$ cat config.mk
export PLATFORM = sky130hd
export DESIGN_NAME = servo_pulse_command_controller_top
export DESIGN_NICKNAME = d
export VERILOG_FILES = /design/src/sv/spcc_pkg.sv /design/src/sv/spcc_servo.sv /design/src/sv/spcc_cmd.sv /design/src/sv/servo_pulse_command_controller_top.sv
export SDC_FILE = /design/constraint.sdc
export NUM_CORES = 1
export LEC_CHECK = 0
export CORE_UTILIZATION = 35
export DETAILED_ROUTE_END_ITERATION = 16
export DONT_BUFFER_PORTS = 1
export SYNTH_ARGS = -nofsm -noshare
export SYNTH_HDL_FRONTEND = slang
export SYNTH_HIERARCHICAL = 1
export SYNTH_SLANG_ARGS = --single-unit
export TNS_END_PERCENT = 1
$ cat constraint.sdc
create_clock -name aclk -period 4.75 [get_ports aclk]
set_input_delay 0.475 -clock aclk [delete_from_list [all_inputs] [get_ports aclk]]
set_output_delay 0.475 -clock aclk [all_outputs]
set_load 0.01 [all_outputs]
$ cat src/sv/spcc_pkg.sv
// Shared types and constants for the servo pulse command controller.
package spcc_pkg;

    // Item kinds carried on the input tuser field.
    typedef logic [1:0] opcode_t;
    localparam opcode_t OP_TICK  = 2'd0;
    localparam opcode_t OP_BYTE  = 2'd1;
    localparam opcode_t OP_CLEAR = 2'd2;

    // Configuration register indexes.
    typedef logic [1:0] cfg_index_t;
    localparam cfg_index_t CFG_SLEW_STEP    = 2'd0;
    localparam cfg_index_t CFG_GAP_INTERVAL = 2'd1;
    localparam cfg_index_t CFG_TIMEOUT      = 2'd2;

    localparam logic [7:0]  SLEW_STEP_RESET = 8'd5;
    localparam logic [15:0] GAP_RESET       = 16'd18000;
    localparam logic [7:0]  TIMEOUT_RESET   = 8'd10;

    localparam logic [11:0] SERVO_HOME   = 12'd1750;
    localparam logic [11:0] TARGET_BASE  = 12'd1065;
    localparam logic [10:0] TARGET_SCALE = 11'd7;
    localparam logic [7:0]  IDLE_MAX     = 8'd255;

    // Command characters.
    localparam logic [7:0] CMD_SERVO   = 8'h73; // s
    localparam logic [7:0] CMD_RECON   = 8'h61; // a
    localparam logic [7:0] CMD_IMG_Z   = 8'h7A; // z
    localparam logic [7:0] CMD_IMG_H   = 8'h68; // h
    localparam logic [7:0] CMD_IMG_X   = 8'h78; // x
    localparam logic [7:0] CMD_IMG_G   = 8'h67; // g
    localparam logic [7:0] CMD_IMG_F   = 8'h66; // f
    localparam logic [7:0] CMD_IMG_P   = 8'h70; // p
    localparam logic [7:0] CMD_MODE    = 8'h69; // i
    localparam logic [7:0] CMD_RECORD  = 8'h64; // d
    localparam logic [7:0] CMD_AVOID   = 8'h77; // w

    // Arguments of the mode command.
    localparam logic [7:0] ARG_MODE_ON     = 8'd10;
    localparam logic [7:0] ARG_MODE_OFF    = 8'd11;
    localparam logic [7:0] ARG_PREVIEW_ON  = 8'd12;
    localparam logic [7:0] ARG_PREVIEW_OFF = 8'd13;

    // Arguments that qualify the request and avoidance commands.
    localparam logic [7:0] ARG_IMAGE     = 8'd0;
    localparam logic [7:0] ARG_RECORD    = 8'd1;
    localparam logic [7:0] ARG_AVOID_OFF = 8'd0;
    localparam logic [7:0] ARG_AVOID_ON  = 8'd1;

    // Pending request codes.
    typedef logic [3:0] request_t;
    localparam request_t REQ_NONE        = 4'd0;
    localparam request_t REQ_IMG_Z       = 4'd1;
    localparam request_t REQ_IMG_H       = 4'd2;
    localparam request_t REQ_IMG_X       = 4'd3;
    localparam request_t REQ_IMG_G       = 4'd4;
    localparam request_t REQ_IMG_F       = 4'd5;
    localparam request_t REQ_IMG_P       = 4'd6;
    localparam request_t REQ_AVOID       = 4'd7;
    localparam request_t REQ_RECORD      = 4'd8;
    localparam request_t REQ_RECONSTRUCT = 4'd13;

    typedef struct packed {
        logic [7:0]  slew_step;
        logic [15:0] gap_interval;
        logic [7:0]  timeout_ticks;
    } cfg_t;

    typedef struct packed {
        logic        servo_pin;
        logic [15:0] interval_us;
    } servo_res_t;

    typedef struct packed {
        logic        pair_done;
        logic [7:0]  command_byte;
        logic [7:0]  argument_byte;
        request_t    frame_request;
        logic        auto_mode;
        logic        auto_preview;
        logic        avoid_enable;
    } cmd_res_t;

endpackage

$ cat src/sv/spcc_servo.sv
// Servo slew, pulse/gap phase sequencing and frame timeout counting.
module spcc_servo (
    input  logic                 aclk,
    input  logic                 aresetn,
    input  logic                 en,
    input  spcc_pkg::opcode_t    opcode,
    input  spcc_pkg::cfg_t       cfg,
    input  logic [11:0]          target,
    output spcc_pkg::servo_res_t res,
    output logic                 restart
);

    logic [11:0] pos_reg, pos_next;
    logic        phase_reg, phase_next;
    logic [7:0]  idle_reg, idle_next;
    logic [11:0] pos_up, pos_step;
    logic [7:0]  idle_inc;
    logic [15:0] interval;

    always_comb begin
        // Rising test first, then the falling test on the updated value.
        pos_up   = (target > pos_reg) ? pos_reg + {4'b0000, cfg.slew_step} : pos_reg;
        pos_step = (target < pos_up) ? pos_up - {4'b0000, cfg.slew_step} : pos_up;
        idle_inc = (idle_reg != spcc_pkg::IDLE_MAX) ? idle_reg + 8'd1 : idle_reg;

        pos_next   = pos_reg;
        phase_next = phase_reg;
        idle_next  = idle_reg;
        interval   = '0;
        restart    = 1'b0;
        if (en) begin
            unique case (opcode)
                spcc_pkg::OP_TICK: begin
                    pos_next = pos_step;
                    if (!phase_reg) begin
                        interval   = {4'b0000, pos_step};
                        phase_next = 1'b1;
                    end else begin
                        interval   = cfg.gap_interval;
                        phase_next = 1'b0;
                        if (idle_inc >= cfg.timeout_ticks) begin
                            idle_next = cfg.timeout_ticks;
                            restart   = 1'b1;
                        end else begin
                            idle_next = idle_inc;
                        end
                    end
                end
                spcc_pkg::OP_BYTE: begin
                    idle_next = '0;
                end
                default: begin
                end
            endcase
        end
        res.servo_pin   = phase_next;
        res.interval_us = interval;
    end

    always_ff @(posedge aclk) begin
        if (!aresetn) begin
            pos_reg   <= spcc_pkg::SERVO_HOME;
            phase_reg <= 1'b0;
            idle_reg  <= '0;
        end else begin
            pos_reg   <= pos_next;
            phase_reg <= phase_next;
            idle_reg  <= idle_next;
        end
    end

endmodule

$ cat src/sv/spcc_cmd.sv
// Two-byte command assembly and decoding of target, requests and flags.
module spcc_cmd (
    input  logic               aclk,
    input  logic               aresetn,
    input  logic               en,
    input  spcc_pkg::opcode_t  opcode,
    input  logic [7:0]         rx_byte,
    input  logic               restart,
    output logic [11:0]        target,
    output spcc_pkg::cmd_res_t res
);

    logic               index_reg, index_next;
    logic [7:0]         held_reg;
    logic               held_we;
    logic [11:0]        target_reg, target_next;
    spcc_pkg::request_t req_reg, req_next;
    logic               mode_reg, mode_next;
    logic               preview_reg, preview_next;
    logic               avoid_reg, avoid_next;
    logic [10:0]        scaled;
    logic               done;
    logic               arg_zero;

    always_comb begin
        scaled   = 11'({3'b000, ~rx_byte} * spcc_pkg::TARGET_SCALE);
        arg_zero = (rx_byte == spcc_pkg::ARG_IMAGE);

        index_next   = index_reg;
        held_we      = 1'b0;
        target_next  = target_reg;
        req_next     = req_reg;
        mode_next    = mode_reg;
        preview_next = preview_reg;
        avoid_next   = avoid_reg;
        done         = 1'b0;

        if (en) begin
            unique case (opcode)
                spcc_pkg::OP_TICK: begin
                    if (restart) begin
                        index_next = 1'b0;
                    end
                end
                spcc_pkg::OP_BYTE: begin
                    if (!index_reg) begin
                        held_we    = 1'b1;
                        index_next = 1'b1;
                    end else begin
                        index_next = 1'b0;
                        done       = 1'b1;
                        unique case (held_reg)
                            spcc_pkg::CMD_SERVO:
                                target_next = spcc_pkg::TARGET_BASE + {1'b0, scaled};
                            spcc_pkg::CMD_RECON: req_next = spcc_pkg::REQ_RECONSTRUCT;
                            spcc_pkg::CMD_IMG_Z: if (arg_zero) req_next = spcc_pkg::REQ_IMG_Z;
                            spcc_pkg::CMD_IMG_H: if (arg_zero) req_next = spcc_pkg::REQ_IMG_H;
                            spcc_pkg::CMD_IMG_X: if (arg_zero) req_next = spcc_pkg::REQ_IMG_X;
                            spcc_pkg::CMD_IMG_G: if (arg_zero) req_next = spcc_pkg::REQ_IMG_G;
                            spcc_pkg::CMD_IMG_F: if (arg_zero) req_next = spcc_pkg::REQ_IMG_F;
                            spcc_pkg::CMD_IMG_P: if (arg_zero) req_next = spcc_pkg::REQ_IMG_P;
                            spcc_pkg::CMD_MODE: begin
                                if (rx_byte == spcc_pkg::ARG_MODE_ON)     mode_next    = 1'b1;
                                if (rx_byte == spcc_pkg::ARG_MODE_OFF)    mode_next    = 1'b0;
                                if (rx_byte == spcc_pkg::ARG_PREVIEW_ON)  preview_next = 1'b1;
                                if (rx_byte == spcc_pkg::ARG_PREVIEW_OFF) preview_next = 1'b0;
                            end
                            spcc_pkg::CMD_RECORD:
                                if (rx_byte == spcc_pkg::ARG_RECORD) begin
                                    req_next = spcc_pkg::REQ_RECORD;
                                end
                            spcc_pkg::CMD_AVOID: begin
                                if (rx_byte == spcc_pkg::ARG_AVOID_OFF) avoid_next = 1'b0;
                                if (rx_byte == spcc_pkg::ARG_AVOID_ON) begin
                                    avoid_next = 1'b1;
                                    req_next   = spcc_pkg::REQ_AVOID;
                                end
                            end
                            default: begin
                            end
                        endcase
                    end
                end
                spcc_pkg::OP_CLEAR: begin
                    req_next = spcc_pkg::REQ_NONE;
                end
                default: begin
                end
            endcase
        end

        res.pair_done     = done;
        res.command_byte  = done ? held_reg : 8'd0;
        res.argument_byte = done ? rx_byte : 8'd0;
        res.frame_request = req_next;
        res.auto_mode     = mode_next;
        res.auto_preview  = preview_next;
        res.avoid_enable  = avoid_next;
    end

    assign target = target_reg;

    // The held command is payload only; it is read after a first byte wrote it.
    always_ff @(posedge aclk) begin
        if (held_we) begin
            held_reg <= rx_byte;
        end
    end

    always_ff @(posedge aclk) begin
        if (!aresetn) begin
            index_reg   <= 1'b0;
            target_reg  <= spcc_pkg::SERVO_HOME;
            req_reg     <= spcc_pkg::REQ_NONE;
            mode_reg    <= 1'b0;
            preview_reg <= 1'b0;
            avoid_reg   <= 1'b0;
        end else begin
            index_reg   <= index_next;
            target_reg  <= target_next;
            req_reg     <= req_next;
            mode_reg    <= mode_next;
            preview_reg <= preview_next;
            avoid_reg   <= avoid_next;
        end
    end

endmodule

$ cat src/sv/servo_pulse_command_controller_top.sv
// Top level of the servo pulse sequencer with serial command decoding.
//
// Input beats carry one item each: s_tuser gives the kind (timer tick, received
// serial byte, or acknowledge of the pending frame request) and s_tdata gives
// the received byte, which only matters for the byte kind. Every input beat
// produces exactly one result beat on the m_ channel, in order.
// A result reports the servo pin level and the timer interval to program, an
// echo of a completed command/argument pair, and the current request code and
// mode flags, all as they stand after the item.
// An accepted beat is held in the input register and is then loaded into the
// result register, which drives m_tvalid; a stall on m_tready can keep it in
// the input register. Throughput is one beat per cycle while m_tready stays
// high, limited only by the single-pass update between those two registers.
// When the receiver stalls, the result register holds its beat and the input
// register takes one more beat; s_tready then drops until m_tready returns.
// Reset (aresetn low, synchronous) empties both registers and returns the
// servo to its home position with no pending request and all flags clear.
// The configuration port writes slew step, gap interval and timeout count; it
// is meant to be written only while no beat is in flight.
module servo_pulse_command_controller_top (
    input  logic        aclk,
    input  logic        aresetn,
    // Input channel.
    input  logic        s_tvalid,
    output logic        s_tready,
    input  logic [7:0]  s_tdata,   // [7:0] rx_byte
    input  logic [1:0]  s_tuser,   // [1:0] opcode
    // Result channel.
    output logic        m_tvalid,
    input  logic        m_tready,
    output logic [47:0] m_tdata,   // [0] servo_pin, [16:1] interval_us, [17] pair_done,
                                   // [25:18] command_byte, [33:26] argument_byte,
                                   // [37:34] frame_request, [38] auto_mode,
                                   // [39] auto_preview, [40] avoid_enable, [47:41] zero
    // Configuration write port.
    input  logic        cfg_we,
    input  logic [1:0]  cfg_index,
    input  logic [15:0] cfg_wdata
);

    spcc_pkg::cfg_t       cfg_reg;
    logic                 in_valid_reg;
    spcc_pkg::opcode_t    in_op_reg;
    logic [7:0]           in_byte_reg;
    logic                 out_valid_reg;
    logic [47:0]          out_data_reg;
    logic                 advance;
    logic                 restart;
    logic [11:0]          target;
    spcc_pkg::servo_res_t servo_res;
    spcc_pkg::cmd_res_t   cmd_res;
    logic [47:0]          out_data_next;

    // The item in the input register is processed whenever the result
    // register is empty or is being emptied in this cycle.
    assign advance  = in_valid_reg && (!out_valid_reg || m_tready);
    assign s_tready = !in_valid_reg || advance;
    assign m_tvalid = out_valid_reg;
    assign m_tdata  = out_data_reg;

    always_ff @(posedge aclk) begin
        if (!aresetn) begin
            cfg_reg.slew_step     <= spcc_pkg::SLEW_STEP_RESET;
            cfg_reg.gap_interval  <= spcc_pkg::GAP_RESET;
            cfg_reg.timeout_ticks <= spcc_pkg::TIMEOUT_RESET;
        end else if (cfg_we) begin
            unique case (cfg_index)
                spcc_pkg::CFG_SLEW_STEP:    cfg_reg.slew_step     <= cfg_wdata[7:0];
                spcc_pkg::CFG_GAP_INTERVAL: cfg_reg.gap_interval  <= cfg_wdata;
                spcc_pkg::CFG_TIMEOUT:      cfg_reg.timeout_ticks <= cfg_wdata[7:0];
                default: begin
                end
            endcase
        end
    end

    // Input register.
    always_ff @(posedge aclk) begin
        if (!aresetn) begin
            in_valid_reg <= 1'b0;
        end else if (s_tvalid && s_tready) begin
            in_valid_reg <= 1'b1;
        end else if (advance) begin
            in_valid_reg <= 1'b0;
        end
    end

    always_ff @(posedge aclk) begin
        if (s_tvalid && s_tready) begin
            in_op_reg   <= s_tuser;
            in_byte_reg <= s_tdata;
        end
    end

    spcc_servo u_servo (
        .aclk    (aclk),
        .aresetn (aresetn),
        .en      (advance),
        .opcode  (in_op_reg),
        .cfg     (cfg_reg),
        .target  (target),
        .res     (servo_res),
        .restart (restart)
    );

    spcc_cmd u_cmd (
        .aclk    (aclk),
        .aresetn (aresetn),
        .en      (advance),
        .opcode  (in_op_reg),
        .rx_byte (in_byte_reg),
        .restart (restart),
        .target  (target),
        .res     (cmd_res)
    );

    assign out_data_next = {7'b0000000,
                            cmd_res.avoid_enable,
                            cmd_res.auto_preview,
                            cmd_res.auto_mode,
                            cmd_res.frame_request,
                            cmd_res.argument_byte,
                            cmd_res.command_byte,
                            cmd_res.pair_done,
                            servo_res.interval_us,
                            servo_res.servo_pin};

    // Result register.
    always_ff @(posedge aclk) begin
        if (!aresetn) begin
            out_valid_reg <= 1'b0;
        end else if (advance) begin
            out_valid_reg <= 1'b1;
        end else if (m_tready) begin
            out_valid_reg <= 1'b0;
        end
    end

    always_ff @(posedge aclk) begin
        if (advance) begin
            out_data_reg <= out_data_next;
        end
    end

    // A result without a completed pair carries no echo.
    assert property (@(posedge aclk) disable iff (!aresetn)
        m_tvalid && !m_tdata[17] |-> m_tdata[33:18] == 16'd0)
        else $error("echo fields set without a completed pair");

    // A pulse interval is a 12-bit servo position.
    assert property (@(posedge aclk) disable iff (!aresetn)
        m_tvalid && m_tdata[0] |-> m_tdata[16:13] == 4'd0)
        else $error("pulse interval exceeds position range");

    // Only defined request codes ever appear.
    assert property (@(posedge aclk) disable iff (!aresetn)
        m_tvalid |-> (m_tdata[37:34] <= spcc_pkg::REQ_RECORD ||
                      m_tdata[37:34] == spcc_pkg::REQ_RECONSTRUCT))
        else $error("undefined frame request code");

    // With an empty result register the block must take a new beat.
    assert property (@(posedge aclk) disable iff (!aresetn)
        !out_valid_reg |-> s_tready)
        else $error("input stalled while result register is empty");

    // A processed item always leaves a result beat behind.
    assert property (@(posedge aclk) disable iff (!aresetn)
        advance |=> m_tvalid)
        else $error("processed item produced no result beat");

endmodule

==> results.py, run 1 <==
metrics = {
    "clock_network": {
        "clkLatencyLatePin_ns": 0.42,
        "cts_tree": "built",
        "cts_buffers": 17,
        "cts.htree.levels": 4,
        "cts_root_buf": "clkbuf_16",
        "cts_sinks": 134,
        "clk_pin_slew_ns": 0.06,
        "clockBufferDepth": 2,
    },
    "timing": {
        "fin_crit_ns": 4.40,
        "slew-limit-headroom_pct": 30.0,
        "max_freq_ghz": 0.227,
        "max_slew.worst_pin.slew_ns": 1.05,
        "maxSlewViolCount": 0,
        "timing.final.ws_setup_ns": 0.351,
        "hold_viol": 0,
        "fin_skew_ns": 0.00882,
        "setup_viol": 0,
        "period_share_pct": 92.6,
        "tns_ns": 0,
    },
    "placed_design": {
        "place.gp.congestion": 0.864,
        "place_area_sq_um": 8950,
        "pre_cts_slack_ns": 0.0702,
        "post-place-cells": 1220,
        "numPortBuffers": 0,
        "place.detailed.hpwl_um": 15400,
    },
    "routing": {
        "drcViolationCount": 0,
        "dr.pass1.iters": 5,
        "wl_per_cell_um": 16.5,
        "vias": 6625,
        "drt_iter0_markers": 428,
        "viasPerCell": 5.25,
        "postRouteAntennaNets": 0,
        "wl_um": 20800,
    },
    "layout": {
        "nets": 1042,
        "antennaDiodeCount": 0,
        "layout_common_cells": "101 x nand2_1, 78 x inv_1, 76 x ha_1",
        "largest_reg_flops": 41,
        "fin_util_pct": 39.8,
        "multi_input_area_sq_um": 4980,
        "nFillCells": 2400,
        "final_cell_area_sq_um": 9710,
        "drive_gt1_share_pct": 9.82,
        "final_cells": 1261,
        "area_growth_pct": 11.0,
        "seqCellArea_sq_um": 3280,
        "final_common_cell": "nand2_1",
    },
    "pwr": {
        "p_switching_mw": 1.17,
        "clock_power_share_pct": 36.4,
        "p_sw_share_pct": 31.8,
        "p_comb_share_pct": 28.6,
        "power_frac_seq_pct": 35.0,
        "p_leak_nw": 4.11,
        "p_int_mw": 2.50,
        "power_density_nw_per_um2": 378,
        "peakVddDrop_v": 0.000245,
    },
    "die": {
        "die_x_um": 160,
        "dieArea_sq_um": 25600,
        "floorplan.initialDensity_pct": 35.9,
        "core_area_sq_um": 24400,
        "die_h_um": 160,
        "num_rows": 57,
        "io_pins": 83,
    },
    "worst_setup_path": {
        "cp_max_fo": 5,
        "cp.arrival_ns": 4.65,
        "crit_type": "reg -> reg",
        "cp-start-kind": "flip-flop",
        "cp-end-kind": "flip-flop",
        "cp.required_ns": 5.00,
    },
    "synthesis": {
        "yosys_register_bits": 134,
        "ys.flop_type": "dfxtp_1",
        "ys_top_cells_by_area": "edfxtp_1 20%, dfxtp_1 17%, ha_1 11%",
        "synth_compound_area_share_pct": 16.1,
        "async_flop_share_pct": 0,
        "synth_fa_ha_area_share_pct": 13.0,
        "synth_top_cell_by_area": "edfxtp_1",
        "synth_top_cell_area_share_pct": 20.3,
        "synth_top_family_by_area": "simple AND/OR/NAND/NOR gates",
        "syn_inst": 935,
        "yosysSeqAreaShare_pct": 37.4,
        "post_synth_num_cell_types": 86,
        "syn_area_sq_um": 8750,
        "synthMuxAreaShare_pct": 5.15,
        "synth-edff-count": 59,
        "yosys.area_share.simple_pct": 18.7,
        "avgSynthCellArea_sq_um": 9.36,
        "yosys_warnings": 6,
        "synth_xor_xnor_area_share_pct": 2.70,
    },
    "hold_path": {
        "min_path_type": "in -> reg",
    },
    "status": {
        "status": "finished, final reports clean",
    },
    "global_routing": {
        "grt_overflow_total": 0,
        "antenna_found_initial": 0,
        "grt_max_degree": 82,
        "grt_pass1_wl_um": 33900,
        "grt_pass1_vias": 6461,
        "grt_usage_pct": 16.6,
    },
    "job": {
        "maxCapViolations": 0,
    },
}
[cells in the mapped netlist (17+ instances only)]
library cell / count
nand2_1: 101
inv_1: 78
ha_1: 77
dfxtp_1: 75
edfxtp_1: 59
a21oi_1: 51
nor2_1: 46
mux2i_1: 39
o21ai_0: 35
and2_1: 24
clkbuf_1: 22
nand3_1: 20
a21o_1: 19
o211ai_1: 18
xnor2_1: 17
[metrics by stage]
step | power [mW] | hold WS [ns]
final | 3.67 | 0.149
after global routing | 3.86 | 0.125
after CTS | 3.58 | 0.131
after detailed placement | 2.25 | 0.450
after global placement | 2.24 | 0.441
after floorplan | 2.07 | 0.430
[worst max-delay path: stages, from the launching register on]
cell and delay, ns:
dfxtp_2 0.36, ha_2 0.21, inv_1 0.06, fa_1 0.47
nor2b_2 0.16, o311a_1 0.19, o21ai_1 0.11, a21oi_2 0.19
o21ai_1 0.13, xnor2_2 0.22, inv_1 0.13, ha_1 0.29
nand4_1 0.15, nor2_2 0.15, nand2_1 0.09, a21oi_1 0.12
mux2i_1 0.12, a211oi_2 0.20, buf_4 0.18, o22ai_4 0.11
and4_1 0.23, and3_1 0.18, o31ai_2 0.17
[timing repair]
| action | 4_1_cts | 5_1_grt |
|---|---|---|
| endpoints found under the setup margin | 0 | 24 |
| buffers inserted | 0 | 8 |
| resized for setup | 0 | 21 |
| hold buffers | 0 | 0 |
[worst paths after layout]
path / startpoint / endpoint / slack, ns / cells after the start
worst max-delay path: cfg_reg[24] / m_tdata[12] / 0.35 / 22
worst min-delay path: s_tdata[2] / in_byte_reg[2] / 0.15 / 0
worst max register to register: cfg_reg[24] / m_tdata[12] / 0.35 / 22
worst min register to register: cfg_reg[9] / cfg_reg[9] / 0.46 / 2
[power by group through the flow]
stage / Clock (mW) / Combinational, mW / Sequential [mW]
floorplan: 0 / 0.775 / 1.29
global placement: 0 / 0.929 / 1.31
detailed placement: 0 / 0.936 / 1.31
CTS: 1.35 / 0.941 / 1.29
global route: 1.40 / 1.17 / 1.29
finish: 1.34 / 1.05 / 1.29
[layer usage]
layer | GRT usage, % | routed length [um]
met2 | 27.5 | 9940
met1 | 21.7 | 9870
met4 | 6.10 | 373
met3 | 2.70 | 675
met5 | 0 | 0
[cell type report]
class / instances / area share [%]
clock inverter: 6 / 0.631
tap: 324 / 4.18
multi-input combinational: 674 / 51.3
clock buffer: 26 / 5.58
inverter: 78 / 3.02
timing repair buffer: 19 / 1.55
sequential: 134 / 33.7
[cell families (layout without fill, tap and decap cells)]
group | after synthesis | in the layout
compound gates | 205 | 206
fa+ha+maj | 86 | 86
mux | 43 | 43
simple gates | 305 | 305
buf+inv | 134 | 129
other cells | 1 | 7
xor+xnor | 27 | 27
flops | 134 | 134
No activity file was read; power rests on OpenSTA's default activity.
==> inputs of run 2 (changes only) <==
--- a/config.mk
+++ b/config.mk
@@ -8,6 +8,7 @@
 export CORE_UTILIZATION = 35
 export DETAILED_ROUTE_END_ITERATION = 16
 export DONT_BUFFER_PORTS = 1
+export RECOVER_POWER = 25
 export SYNTH_ARGS = -nofsm -noshare
 export SYNTH_HDL_FRONTEND = slang
 export SYNTH_HIERARCHICAL = 1
==> run 2 against run 1 <==
  * Combinational power barely moved
  * Wire length fell by 0.14%
  * Critical path depth did not move
  * Via count rose by 0.42%
  * First-iteration DRC count rose by 6.3%
  * Critical path type unchanged
  * Largest cell class unchanged
  * Highest routed layer unchanged
==> results.py, run 2 (synthesis gave the netlist of run 1 again) <==
metrics = {
    "status": {
        "status": "finished, final reports clean",
    },
    "worst_setup_path": {
        "cp_max_fo": 5,
        "critPathMaxStageDelay_ns": 0.47,
        "startpoint": "cfg_reg[24]",
        "cp-end-kind": "flip-flop",
        "crit_chain": "ha_2 > inv_1 > fa_1 > nor2b_2 > o311a_1 > o21ai_1 > a21oi_2 > o21ai_1 > xnor2_2 > inv_1 > ha_1 > nand4_1 > nor2_2 > nand2_1 > a21oi_1 > mux2i_1 > a211oi_2 > buf_4 > o22ai_4 > and4_1 > and3_1 > o31ai_2",
        "cp.arrival_ns": 4.65,
        "cp-start-kind": "flip-flop",
        "crit_type": "reg -> reg",
        "timing.rr.start": "cfg_reg[24]",
        "cp.required_ns": 4.99,
        "cpMaxStageDelayCell": "fa_1",
    },
    "clock_network": {
        "cts_root_buf": "clkbuf_16",
        "clockBufferDepth": 2,
        "clk_pin_slew_ns": 0.06,
        "postCtsHoldBufs": 0,
        "cts_sinks": 134,
        "cts_tree": "built",
        "cts.htree.levels": 4,
        "clkLatencyLatePin_ns": 0.42,
        "cts_buffers": 17,
    },
    "timing": {
        "fin_skew_ns": 0.0111,
        "slew-limit-headroom_pct": 30.2,
        "max_slew.worst_pin.slew_ns": 1.05,
        "maxSlewViolCount": 0,
        "fin_crit_ns": 4.40,
        "hold_viol": 0,
        "period_share_pct": 92.7,
        "whs_ns": 0.147,
        "max_freq_ghz": 0.227,
        "setup_viol": 0,
    },
    "layout": {
        "final_common_cell": "nand2_1",
        "drive_gt1_share_pct": 9.61,
        "nets": 1042,
        "largest_reg_flops": 41,
        "final_cells": 1261,
        "layout_common_cells": "101 x nand2_1, 78 x inv_1, 76 x ha_1",
        "antennaDiodeCount": 0,
        "nFillCells": 2401,
        "area_growth_pct": 10.9,
    },
    "placed_design": {
        "numPortBuffers": 0,
        "place.detailed.hpwl_um": 15400,
        "post-place-cells": 1220,
        "place.gp.congestion": 0.864,
    },
    "routing": {
        "drcViolationCount": 0,
        "drt_iter0_markers": 455,
        "postRouteAntennaNets": 0,
        "viasPerCell": 5.28,
        "wl_per_cell_um": 16.5,
        "vias": 6653,
        "wl_um": 20800,
        "dr.pass1.iters": 6,
    },
    "global_routing": {
        "grt_pass1_vias": 6461,
        "grt_overflow_total": 0,
        "grt_pass1_wl_um": 33900,
        "antenna_found_initial": 0,
        "grt_usage_pct": 16.6,
        "grt_max_degree": 82,
    },
    "pwr": {
        "clock_power_share_pct": 36.3,
        "power_frac_seq_pct": 35.0,
        "p_switching_mw": 1.17,
        "p_sw_share_pct": 31.8,
        "p_comb_share_pct": 28.6,
        "p_leak_nw": 4.10,
        "p_int_mw": 2.50,
        "power_density_nw_per_um2": 378,
        "peakVddDrop_v": 0.000244,
    },
    "hold_path": {
        "hold_start": "aresetn",
        "min_path_type": "in -> reg",
    },
    "die": {
        "die_x_um": 160,
        "die_h_um": 160,
        "io_pins": 83,
        "floorplan.initialDensity_pct": 35.9,
        "num_rows": 57,
        "dieArea_sq_um": 25600,
        "core_area_sq_um": 24400,
    },
    "job": {
        "maxCapViolations": 0,
    },
}
==> run 2: final cells by class <==
type	instances	area (sq um)	area share [%]
well taps	324	405	4.18
inverters	78	293	3.02
clock inverters	6	61.3	0.632
clock buffers	26	542	5.59
flip-flops and latches	134	3280	33.8
repair buffers	19	146	1.51
multi-input cells	674	4970	51.3
==> run 2: metal layers <==
metal,wire [um],track usage [%],vias up
met5,0,0,-
met2,9990,27.5,143
met3,735,2.70,23
li1,-,-,3306
met4,376,6.10,0
met1,9720,21.7,3181
==> run 2: power groups by stage <==
stage / logic (mW) / registers (mW) / clock network, mW
after global placement: 0.929 / 1.31 / 0
after floorplan: 0.775 / 1.29 / 0
after CTS: 0.941 / 1.29 / 1.35
after global routing: 1.16 / 1.29 / 1.40
final: 1.05 / 1.29 / 1.33
after detailed placement: 0.936 / 1.31 / 0
==> run 2: final timing paths <==
path,endpoint,slack (ns),depth (start not counted)
setup / recovery,m_tdata[12],0.35,22
hold / removal,cfg_reg[14],0.15,1
setup reg to reg,m_tdata[12],0.35,22
hold reg to reg,cfg_reg[9],0.46,2
==> run 2: what timing repair did <==
action | in CTS | in global routing
resized for setup | 0 | 21
setup buffers | 0 | 8
setup endpoints to repair | 0 | 24
==> run 2: stage by stage <==
step	instance area, sq um	setup slack (ns)	power [mW]	setup TNS [ns]	util, %
after floorplan	8770	0.600	2.07	0	-
after global placement	8950	0.159	2.24	0	36.7
after detailed placement	8950	0.0702	2.25	0	36.7
after CTS	9550	0.0293	3.58	0	39.2
after global routing	9700	-0.00198	3.86	-0.00198	39.8
final	9700	0.349	3.67	0	39.8
==> run 2: worst max-delay path, delay by kind of cell (launching register included) <==
family | cells | cell delay (ns)
mux | 1 | 0.12
xor+xnor | 1 | 0.22
simple gates | 6 | 0.96
compound gates | 8 | 1.21
flops | 1 | 0.36
fa+ha+maj | 3 | 0.98
buf+inv | 3 | 0.37
==> inputs of run 3 (changes only) <==
--- a/config.mk
+++ b/config.mk
@@ -5,9 +5,12 @@
 export SDC_FILE = /design/constraint.sdc
 export NUM_CORES = 1
 export LEC_CHECK = 0
+export CELL_PAD_IN_SITES_DETAIL_PLACEMENT = 2
+export CELL_PAD_IN_SITES_GLOBAL_PLACEMENT = 2
 export CORE_UTILIZATION = 35
 export DETAILED_ROUTE_END_ITERATION = 16
 export DONT_BUFFER_PORTS = 1
+export PLACE_DENSITY_LB_ADDON = 0.1
 export RECOVER_POWER = 25
 export SYNTH_ARGS = -nofsm -noshare
 export SYNTH_HDL_FRONTEND = slang
==> run 3 against run 2 <==
  * Cell count increased by 0.63%
  * Setup slack got worse by 0.19 ns
  * Core utilization up 0.61 points
  * Critical endpoint is now u_servo/pos_reg[9]
==> results.py, run 3 (synthesis gave the netlist of run 1 again) <==
metrics = {
    "die": {
        "core_area_sq_um": 24400,
        "io_pins": 83,
        "die_x_um": 160,
        "die_h_um": 160,
        "floorplan.initialDensity_pct": 35.9,
        "num_rows": 57,
        "dieArea_sq_um": 25600,
    },
    "clock_network": {
        "postCtsHoldBufs": 0,
        "clk_pin_slew_ns": 0.07,
        "cts.htree.levels": 4,
        "cts_buffers": 17,
        "clkLatencyLatePin_ns": 0.43,
        "cts_tree": "built",
        "cts_root_buf": "clkbuf_16",
        "cts_sinks": 134,
        "clockBufferDepth": 2,
    },
    "timing": {
        "fin_crit_ns": 4.59,
        "whs_ns": 0.143,
        "hold_viol": 0,
        "fin_skew_ns": 0.0164,
        "max_slew.worst_pin.slew_ns": 0.964,
        "slew-limit-headroom_pct": 35.8,
        "timing.final.ws_setup_ns": 0.157,
        "maxSlewViolCount": 0,
        "setup_viol": 0,
        "max_freq_ghz": 0.218,
        "period_share_pct": 96.7,
        "tns_ns": 0,
    },
    "worst_setup_path": {
        "worstReg2RegEnd": "u_servo/pos_reg[9]",
        "crit_family": "compound AO/OA/AOI/OAI gates",
        "r2r_cells": 22,
        "critPathBufInv": 3,
        "crit_type": "reg -> reg",
        "critPathMaxStageDelay_ns": 0.37,
        "cp-start-kind": "flip-flop",
        "cp.required_ns": 5.05,
        "cp_max_fo": 5,
        "timing.rr.start": "cfg_reg[26]",
        "cp.arrival_ns": 4.90,
        "cpMaxStageDelayCell": "ha_1",
        "rrSetupSlack_ns": 0.16,
        "cp-end-kind": "flip-flop",
        "crit_chain": "ha_1 > o21ai_1 > o21ai_1 > a21o_1 > a21o_1 > a21oi_2 > buf_4 > nor2_2 > xnor2_1 > ha_1 > nand4_1 > nor2_1 > nand2_1 > a21oi_1 > mux2i_1 > a211oi_2 > buf_4 > o22ai_4 > buf_4 > nand3_1 > o211ai_2 > mux2_4",
        "cpMostUsedCell": "buf_4",
    },
    "job": {
        "maxCapViolations": 0,
    },
    "placed_design": {
        "post-place-cells": 1226,
        "place.gp.congestion": 0.846,
        "numPortBuffers": 0,
        "place_area_sq_um": 9000,
        "pre_cts_slack_ns": -0.156,
        "place.detailed.hpwl_um": 20600,
    },
    "layout": {
        "final_cells": 1269,
        "largest_reg_flops": 41,
        "final_common_cell": "nand2_1",
        "antennaDiodeCount": 0,
        "nets": 1050,
        "final_cell_area_sq_um": 9850,
        "area_growth_pct": 12.6,
        "nFillCells": 2671,
        "layout_common_cells": "100 x nand2_1, 75 x inv_1, 75 x ha_1",
        "drive_gt1_share_pct": 12.7,
    },
    "routing": {
        "dr.pass1.iters": 4,
        "drt_iter0_markers": 269,
        "wl_per_cell_um": 21.7,
        "drcViolationCount": 0,
        "postRouteAntennaNets": 0,
        "vias": 7079,
        "viasPerCell": 5.58,
        "wl_um": 27500,
    },
    "global_routing": {
        "grt_max_degree": 82,
        "grt_pass1_wl_um": 42700,
        "grt_pass1_vias": 7840,
        "antenna_found_initial": 0,
        "grt_overflow_total": 0,
        "grt_usage_pct": 21.3,
    },
    "pwr": {
        "p_sw_share_pct": 35.9,
        "clock_power_share_pct": 33.8,
        "power_frac_seq_pct": 33.4,
        "p_leak_nw": 4.14,
        "p_switching_mw": 1.38,
        "power_density_nw_per_um2": 391,
        "p_comb_share_pct": 32.7,
        "p_int_mw": 2.47,
        "peakVddDrop_v": 0.000252,
    },
    "hold_path": {
        "hold_start": "s_tdata[4]",
        "min_path_cells": 0,
        "min_path_type": "in -> reg",
        "hold_path_end": "in_byte_reg[4]",
    },
    "status": {
        "status": "finished, final reports clean",
    },
}
==> run 3: cell count changes in the layout (fill, tap and decap cells not counted), moves of 3 or more <==
cell	before	now
inv_2	0	3
inv_1	78	75
clkbuf_1	4	0
buf_4	16	26
clkbuf_8	4	0
inv_6	0	6
==> run 3: how the worst max path moves through the flow <==
stage                                    from            endpoint  slack, ns  cells past startpoint
after global routing      u_servo/pos_reg[11]  u_servo/pos_reg[9]      -0.06                     23
after global placement     u_servo/pos_reg[8]          m_tdata[6]       0.03                     21
after CTS                         cfg_reg[26]         m_tdata[11]      -0.02                     18
final                             cfg_reg[26]  u_servo/pos_reg[9]       0.16                     22
after floorplan                      m_tready         m_tdata[37]       0.60                      6
after detailed placement  u_servo/pos_reg[10]          m_tdata[6]      -0.16                     21
==> run 3: cell type report <==
cell class                      count  area, sq um  area share (%)
Timing Repair Buffer               27          215            2.19
Clock buffer                       17          425            4.32
Sequential cell                   134         3280            33.3
Tap cell                          324          405            4.12
Multi-Input combinational cell    674         5080            51.6
Clock inverter                     15          143            1.45
Inverter                           78          293            2.97
==> run 3: stage by stage <==
step	power (mW)	utilization (%)
floorplan	2.07	-
global placement	2.31	36.9
detailed placement	2.35	36.9
CTS	3.69	39.3
global route	4.03	40.4
finish	3.85	40.4
==> run 3: power by group through the flow <==
stage	Sequential (mW)	Clock (mW)	Combinational, mW
finish	1.29	1.30	1.26
global route	1.29	1.39	1.36
CTS	1.29	1.34	1.06
detailed placement	1.31	0	1.04
global placement	1.31	0	1.00
floorplan	1.29	0	0.775
==> run 3: timing repair <==
action	in CTS	in global routing
gates resized for setup	5	42
gates cloned	0	1
setup endpoints to repair	14	24
buffers inserted	0	10
pin swaps	1	16
==> run 3: per-layer routing <==
| layer | vias to the layer above | routed length [um] | track usage, % |
|---|---|---|---|
| li1 | 3317 | - | - |
| met1 | 3653 | 12400 | 25.7 |
| met2 | 86 | 14300 | 39.6 |
| met3 | 23 | 449 | 2.75 |
| met4 | 0 | 369 | 5.58 |
| met5 | - | 0 | 0 |
